### config.mk
export PLATFORM = sky130hd
export DESIGN_NAME = descending_exchange_sort_core
export DESIGN_NICKNAME = d
export VERILOG_FILES = /design/src/sv/dxs_pkg.sv /design/src/sv/dxs_ram.sv /design/src/sv/dxs_useq.sv /design/src/sv/descending_exchange_sort_core.sv
export SDC_FILE = /design/constraint.sdc
export NUM_CORES = 1
export LEC_CHECK = 0
export BUFFER_PORTS_ARGS = -buffer_cell sky130_fd_sc_hd__clkbuf_2
export CORE_UTILIZATION = 30
export DETAILED_ROUTE_END_ITERATION = 7
export GPL_ROUTABILITY_DRIVEN = 0
export PLACE_DENSITY = 0.42
export SLEW_MARGIN = 30
export SYNTH_ARGS = -nofsm -noshare
export SYNTH_HDL_FRONTEND = slang
export SYNTH_HIERARCHICAL = 1
export SYNTH_SLANG_ARGS = --single-unit
### constraint.sdc
create_clock -name clock -period 4.1 [get_ports clock]
set_clock_uncertainty 0.2 [all_clocks]
set_input_delay 0.82 -clock clock [delete_from_list [all_inputs] [get_ports clock]]
set_output_delay 0.82 -clock clock [all_outputs]
set_load 0.01 [all_outputs]
### src/sv/dxs_pkg.sv
// dxs_pkg: shared types, constants and the microcode table of the
// descending exchange sort core. Depends on nothing.
package dxs_pkg;

   localparam int DEFAULT_MAX_RECORDS = 32;
   localparam int DEFAULT_KEY_BITS    = 16;
   localparam int SCORE_BITS          = 16;
   localparam int TAG_BITS            = 5;

   typedef struct packed {
      logic [SCORE_BITS-1:0] score;
      logic [TAG_BITS-1:0]   tag;
      logic                  final_item;
   } req_type;

   typedef struct packed {
      logic [SCORE_BITS-1:0] sorted_score;
      logic [TAG_BITS-1:0]   sorted_tag;
      logic                  end_of_run;
      logic                  overflowed;
   } rsp_type;

   // Step addresses of the microprogram.
   localparam int PC_BITS = 3;
   typedef logic [PC_BITS-1:0] pc_type;

   localparam pc_type PC_LOAD    = 3'd0;
   localparam pc_type PC_READ_A  = 3'd1;
   localparam pc_type PC_LATCH_A = 3'd2;
   localparam pc_type PC_TEST_B  = 3'd3;
   localparam pc_type PC_COMPARE = 3'd4;
   localparam pc_type PC_EMIT    = 3'd5;

   // Jump conditions.
   typedef logic [1:0] cond_type;

   localparam cond_type COND_ALWAYS = 2'd0;
   localparam cond_type COND_FINAL  = 2'd1;
   localparam cond_type COND_B_END  = 2'd2;
   localparam cond_type COND_LAST   = 2'd3;

   typedef struct packed {
      logic     take_req;   // open the request channel, load records
      logic     rd_a;       // read store at outer position
      logic     init_b;     // inner position starts right after outer
      logic     rd_b;       // read store at inner position
      logic     cur_load;   // latch the outer entry
      logic     cmp_step;   // compare, swap, advance inner position
      logic     emit;       // push the finished entry to the output
      cond_type cond;
      pc_type   jump_pc;    // taken when the condition holds
      pc_type   next_pc;    // taken otherwise
   } uword_type;

   // Status from the datapath that the sequencer branches on.
   typedef struct packed {
      logic final_acc;      // a request marked final was taken
      logic b_end;          // inner position reached the loaded count
      logic last;           // outer position is the last loaded entry
      logic hold;           // output register still full, stay put
   } seq_status_type;

   function automatic uword_type ucode_rom(input pc_type pc);
      uword_type w;
      w = '0;
      unique case (pc)
         PC_LOAD: begin
            w.take_req = 1'b1;
            w.cond     = COND_FINAL;
            w.jump_pc  = PC_READ_A;
            w.next_pc  = PC_LOAD;
         end
         PC_READ_A: begin
            w.rd_a    = 1'b1;
            w.init_b  = 1'b1;
            w.cond    = COND_ALWAYS;
            w.jump_pc = PC_LATCH_A;
            w.next_pc = PC_LATCH_A;
         end
         PC_LATCH_A: begin
            w.cur_load = 1'b1;
            w.cond     = COND_ALWAYS;
            w.jump_pc  = PC_TEST_B;
            w.next_pc  = PC_TEST_B;
         end
         PC_TEST_B: begin
            w.rd_b    = 1'b1;
            w.cond    = COND_B_END;
            w.jump_pc = PC_EMIT;
            w.next_pc = PC_COMPARE;
         end
         PC_COMPARE: begin
            w.cmp_step = 1'b1;
            w.cond     = COND_ALWAYS;
            w.jump_pc  = PC_TEST_B;
            w.next_pc  = PC_TEST_B;
         end
         PC_EMIT: begin
            w.emit    = 1'b1;
            w.cond    = COND_LAST;
            w.jump_pc = PC_LOAD;
            w.next_pc = PC_READ_A;
         end
         default: begin
            w.cond    = COND_ALWAYS;
            w.jump_pc = PC_LOAD;
            w.next_pc = PC_LOAD;
         end
      endcase
      return w;
   endfunction

endpackage

### src/sv/dxs_ram.sv
// dxs_ram: generic single-write, single-read RAM with registered read data.
// Depends on nothing.
module dxs_ram #(
   parameter int WIDTH = 8,
   parameter int DEPTH = 32
) (
   input  logic                     clock,
   input  logic                     wr_en,
   input  logic [$clog2(DEPTH)-1:0] wr_addr,
   input  logic [WIDTH-1:0]         wr_data,
   input  logic                     rd_en,
   input  logic [$clog2(DEPTH)-1:0] rd_addr,
   output logic [WIDTH-1:0]         rd_data
);

   logic [WIDTH-1:0] mem_ff [DEPTH];
   logic [WIDTH-1:0] rd_data_ff;

   always_ff @(posedge clock) begin
      if (wr_en) begin
         mem_ff[wr_addr] <= wr_data;
      end
      if (rd_en) begin
         rd_data_ff <= mem_ff[rd_addr];
      end
   end

   assign rd_data = rd_data_ff;

endmodule

### src/sv/dxs_useq.sv
// dxs_useq: microcode sequencer, step counter plus control word table.
// Depends on dxs_pkg (ucode_rom, step and condition codes).
module dxs_useq (
   input  logic                    clock,
   input  logic                    reset,
   input  dxs_pkg::seq_status_type status,
   output dxs_pkg::uword_type      uword
);
   import dxs_pkg::*;

   pc_type    pc_ff;
   pc_type    pc_in;
   uword_type uw;
   logic      taken;

   assign uw = ucode_rom(pc_ff);

   always_comb begin
      unique case (uw.cond)
         COND_ALWAYS: taken = 1'b1;
         COND_FINAL:  taken = status.final_acc;
         COND_B_END:  taken = status.b_end;
         COND_LAST:   taken = status.last;
         default:     taken = 1'b1;
      endcase
   end

   always_comb begin
      priority if (status.hold) begin
         pc_in = pc_ff;
      end else if (taken) begin
         pc_in = uw.jump_pc;
      end else begin
         pc_in = uw.next_pc;
      end
   end

   always_ff @(posedge clock) begin
      if (reset) begin
         pc_ff <= PC_LOAD;
      end else begin
         pc_ff <= pc_in;
      end
   end

   assign uword = uw;

endmodule

### src/sv/descending_exchange_sort_core.sv
// descending_exchange_sort_core: loads records, sorts them by descending score
// and emits them. Depends on dxs_pkg, dxs_ram and dxs_useq.
//
//   channel   direction  handshake              payload
//   req_      in         req_valid / req_stall  dxs_pkg::req_type (score, tag, final_item)
//   rsp_      out        rsp_valid / rsp_stall  dxs_pkg::rsp_type (sorted record, flags)
//
// Loading: one request per cycle. After the final request the pace of the
//   sort is set by the single read port of the record store: every inner
//   compare costs a read step and a compare/swap step.
// Reset: clears the sequencer, fill count, overflow flag and output valid; the
//   store needs no clearing pass, only loaded entries are ever read.
// Stalls: req_stall is high whenever the sequencer is not in its load step;
//   rsp_stall holds the output register and freezes the sequencer at its
//   emit step until the register frees up.
module descending_exchange_sort_core #(
   parameter int MAX_RECORDS = dxs_pkg::DEFAULT_MAX_RECORDS,
   parameter int KEY_BITS    = dxs_pkg::DEFAULT_KEY_BITS
) (
   input  logic             clock,
   input  logic             reset,
   input  logic             req_valid,
   output logic             req_stall,
   input  dxs_pkg::req_type req_payload,
   output logic             rsp_valid,
   input  logic             rsp_stall,
   output dxs_pkg::rsp_type rsp_payload
);
   import dxs_pkg::*;

   localparam int CNT_W  = $clog2(MAX_RECORDS + 1);
   localparam int IDX_W  = $clog2(MAX_RECORDS);
   localparam int DATA_W = KEY_BITS + TAG_BITS;

   uword_type      uw;
   seq_status_type status;

   // Fill count and overflow flag of the current set.
   logic [CNT_W-1:0]  cnt_ff, cnt_in;
   logic              ovf_ff, ovf_in;
   // Outer position a, inner position b, entry held for position a.
   logic [IDX_W-1:0]  a_ff, a_in;
   logic [CNT_W-1:0]  b_ff, b_in;
   logic [DATA_W-1:0] cur_ff, cur_in;
   // Output register.
   logic              rsp_valid_ff, rsp_valid_in;
   rsp_type           rsp_payload_ff, rsp_payload_in;

   logic              req_fire;
   logic              full;
   logic              b_end;
   logic              last;
   logic              out_free;
   logic              emit_fire;
   logic              greater;

   logic              ram_we;
   logic [IDX_W-1:0]  ram_waddr;
   logic [DATA_W-1:0] ram_wdata;
   logic              ram_re;
   logic [IDX_W-1:0]  ram_raddr;
   logic [DATA_W-1:0] ram_rdata;

   dxs_useq u_useq (
      .clock  (clock),
      .reset  (reset),
      .status (status),
      .uword  (uw)
   );

   dxs_ram #(
      .WIDTH (DATA_W),
      .DEPTH (MAX_RECORDS)
   ) u_store (
      .clock   (clock),
      .wr_en   (ram_we),
      .wr_addr (ram_waddr),
      .wr_data (ram_wdata),
      .rd_en   (ram_re),
      .rd_addr (ram_raddr),
      .rd_data (ram_rdata)
   );

   // Accept requests only in the load step.
   assign req_stall = !uw.take_req;
   assign req_fire  = req_valid && uw.take_req;
   assign full      = (cnt_ff == CNT_W'(MAX_RECORDS));

   // Loop bounds: inner scan ends at the fill count, outer pass at the last entry.
   assign b_end = (b_ff == cnt_ff);
   assign last  = ((CNT_W'(a_ff) + CNT_W'(1)) == cnt_ff);

   assign out_free  = !rsp_valid_ff || !rsp_stall;
   assign emit_fire = uw.emit && out_free;

   // Strictly greater moves the entry at b up, so an entry equal to the held one is never swapped with it.
   assign greater = ram_rdata[TAG_BITS +: KEY_BITS] > cur_ff[TAG_BITS +: KEY_BITS];

   always_comb begin
      status.final_acc = req_fire && req_payload.final_item;
      status.b_end     = b_end;
      status.last      = last;
      status.hold      = uw.emit && !out_free;
   end

   // Store ports: the load step writes at the fill count, a compare step
   // writes the displaced outer entry back at b. Reads go to a or b.
   always_comb begin
      ram_we    = 1'b0;
      ram_waddr = b_ff[IDX_W-1:0];
      ram_wdata = cur_ff;
      if (uw.take_req) begin
         ram_we    = req_fire && !full;
         ram_waddr = cnt_ff[IDX_W-1:0];
         ram_wdata = {KEY_BITS'(req_payload.score), req_payload.tag};
      end else if (uw.cmp_step) begin
         ram_we = greater;
      end
   end

   assign ram_re    = uw.rd_a || (uw.rd_b && !b_end);
   assign ram_raddr = uw.rd_a ? a_ff : b_ff[IDX_W-1:0];

   always_comb begin
      cnt_in = cnt_ff;
      ovf_in = ovf_ff;
      a_in   = a_ff;
      b_in   = b_ff;
      cur_in = cur_ff;

      // Load: store the record or, when full, drop it and flag the set.
      if (req_fire) begin
         if (full) begin
            ovf_in = 1'b1;
         end else begin
            cnt_in = cnt_ff + CNT_W'(1);
         end
      end
      if (uw.take_req) begin
         a_in = '0;
      end

      if (uw.init_b) begin
         b_in = CNT_W'(a_ff) + CNT_W'(1);
      end
      if (uw.cur_load) begin
         cur_in = ram_rdata;
      end
      // Compare: swap through the held entry, then advance b.
      if (uw.cmp_step) begin
         if (greater) begin
            cur_in = ram_rdata;
         end
         b_in = b_ff + CNT_W'(1);
      end

      // Emit: position a is final once its inner scan is done.
      if (emit_fire) begin
         if (last) begin
            cnt_in = '0;
            ovf_in = 1'b0;
         end else begin
            a_in = a_ff + IDX_W'(1);
         end
      end
   end

   always_comb begin
      rsp_valid_in   = rsp_valid_ff && rsp_stall;
      rsp_payload_in = rsp_payload_ff;
      if (emit_fire) begin
         rsp_valid_in                = 1'b1;
         rsp_payload_in.sorted_score = SCORE_BITS'(cur_ff[TAG_BITS +: KEY_BITS]);
         rsp_payload_in.sorted_tag   = cur_ff[TAG_BITS-1:0];
         rsp_payload_in.end_of_run   = last;
         rsp_payload_in.overflowed   = ovf_ff;
      end
   end

   always_ff @(posedge clock) begin
      if (reset) begin
         cnt_ff       <= '0;
         ovf_ff       <= 1'b0;
         rsp_valid_ff <= 1'b0;
      end else begin
         cnt_ff       <= cnt_in;
         ovf_ff       <= ovf_in;
         rsp_valid_ff <= rsp_valid_in;
      end
   end

   always_ff @(posedge clock) begin
      a_ff           <= a_in;
      b_ff           <= b_in;
      cur_ff         <= cur_in;
      rsp_payload_ff <= rsp_payload_in;
   end

   assign rsp_valid   = rsp_valid_ff;
   assign rsp_payload = rsp_payload_ff;

   // Fill count never passes capacity.
   assert property (@(posedge clock) disable iff (reset)
      cnt_ff <= CNT_W'(MAX_RECORDS))
      else $error("fill count above capacity");

   // Sorting and emission only ever run on a non-empty set.
   assert property (@(posedge clock) disable iff (reset)
      !uw.take_req |-> cnt_ff != '0)
      else $error("sequencer left load step with empty set");

   // Inner position stays strictly between outer position and fill count.
   assert property (@(posedge clock) disable iff (reset)
      uw.cmp_step |-> (b_ff < cnt_ff) && (CNT_W'(a_ff) < b_ff))
      else $error("inner position out of range during compare");

   // Emitting the last record empties the set.
   assert property (@(posedge clock) disable iff (reset)
      emit_fire && last |=> cnt_ff == '0 && !ovf_ff)
      else $error("set not cleared after last record");

endmodule

==> impl_metrics.yaml <==
outcome:
  status: "finished clean"
sta:
  period_share_pct: 93.3
  rsz0062_at_grt: "no"
  period_minus_slack_ns: 3.82
  fin_setup_tns_ns: 0
  max_slew_margin_pct: 45.5
  fin_hold_ws_ns: 0.241
  setup_violations: 0
  max_freq_mhz: 261
  hold_viol: 0
  worst_pin_slew_ns: 0.815
  slew_violations: 0
setup_path:
  arrival_ns: 3.90
  crit_fanout: 21
  endpoint_kind: "flop"
  critPathLaunchType: "flop"
  critical_path_required_ns: 4.18
  criticalPathCategory: "reg -> reg"
clock_tree:
  ctsResizeCount: 0
  cts_tree: "done"
  clk_pin_slew_ns: 0.06
  ctsHtreeMaxLevel: 3
  cts_buffer_depth: 3
  cts_buffers: 87
  clock-sinks: 759
  clock_latency_ns: 0.65
  ctsHoldBuffers: 0
  post_cts_buffers: 0
  root_buffer: "clkbuf_16"
run:
  drv_cap: 0
floorplanning:
  fp.dieW_um: 321
  core_sq_um: 100000
  io_pins: 51
  die_area_sq_um: 103000
  start_util_pct: 30.4
  rows: 116
  die-height_um: 321
final_layout:
  area_growth_syn_to_layout_pct: 18.2
  multi_input_area_sq_um: 7600
  nFillCells: 9503
  regArea_sq_um: 22400
  fin_cells: 3397
  drive_gt1_share_pct: 18.8
  nets: 2012
  design_area_sq_um: 36100
drt:
  drt-initial-drc-count: 1199
  via_per_inst: 4.86
  vias: 16500
  ant_nets: 0
  drt-wirelength-per-cell_um: 24.5
  first_pass_iters: 7
  drc: 0
  wirelength_um: 83300
logic_synthesis:
  syn_nets: 1875
  avgSynthCellArea_sq_um: 16.7
  yosys_warnings: 6
  syn_area_sq_um: 30500
  netlist_instances: 1829
placed_design:
  hpwl_um: 53400
  dpl.cell_count: 3232
  io_buffers: 50
  placed_area_sq_um: 33100
power:
  leakage_nw: 13.5
  vdd_drop_max_uv: 346
  p_per_area_nw_per_um2: 596
  total_power_mw: 21.5
grt:
  grt_pass1_wl_um: 120000
  grt_pass1_vias: 16700
  grt_remaining_overflow: 0
  grtUsageTotal_pct: 16.1
  grt_antenna_before_repair: 0
  grt_start_max_net_pins: 49
min_path:
  hp-class: "in -> reg"
[flip-flops by register name, indices dropped and copies added (netlist names)]
signal,cells
rsp_valid,1
ovf_ff,1
cnt_ff,6
rsp_payload,23
cur_ff,21
b_ff,6
u_store/mem_ff,672
a_ff,5
u_store/rd_data,21
u_useq/pc_ff,3
[layout by cell type (no fill, tap or decap), types with 27 or more instances in the layout]
cell type and instances:
edfxtp_1 722, clkbuf_16 87, clkbuf_2 50, mux2_2 38, mux2i_1 339, dfxtp_1 37
a22o_1 42, nor2_2 32, inv_1 27, nand2_1 75, nand4_1 27, buf_4 82
a22oi_1 84, a21oi_1 56, nand3_1 51
[final timing paths]
check | from | end | slack (ns) | depth (start not counted)
worst min-delay path | reset | u_useq/pc_ff[2] | 0.24 | 2
worst max register to register | u_store/rd_data[19] | u_store/mem_ff[7][12] | 0.28 | 8
worst max-delay path | u_store/rd_data[19] | u_store/mem_ff[7][12] | 0.28 | 8
worst min register to register | cur_ff[9] | rsp_payload[11] | 0.25 | 0
[critical path, cell delays in order, from the launching register on]
cell      delay, ns
edfxtp_1       0.53
ha_1           0.36
nand4_1        0.18
a2111o_1       0.46
a31oi_1        0.21
a21o_1         0.28
nand3_1        0.55
nor2_2         0.26
buf_4          0.39
[per-stage QoR]
step / setup slack, ns / utilization (%)
final: 0.276 / 35.9
after global routing: 0.165 / 35.9
after CTS: 0.342 / 35.9
after detailed placement: 0.380 / 32.9
after global placement: 0.427 / 32.8
after floorplan: 0.396 / -
[per-layer routing]
metal | global-route usage, % | routed length (um)
met4 | 4.06 | 1610
met5 | 0 | 0
met2 | 26.0 | 39300
met1 | 22.8 | 39500
met3 | 2.12 | 2900
[area by class of cell]
| cell class | count | area share, % |
|---|---|---|
| repair buffers | 152 | 3.60 |
| flip-flops and latches | 759 | 62.1 |
| multi-input cells | 939 | 21.1 |
| clock inverters | 56 | 1.85 |
| diodes | 2 | 0.0139 |
| well taps | 1357 | 4.71 |
| clock buffers | 105 | 6.33 |
| inverters | 27 | 0.281 |
[report_power, final]
part	switching, mW	internal (mW)
logic	2.68	1.20
clock network	3.18	4.80
registers	0.180	9.47
total	6.04	15.5
No activity file was read; power rests on OpenSTA's default activity.
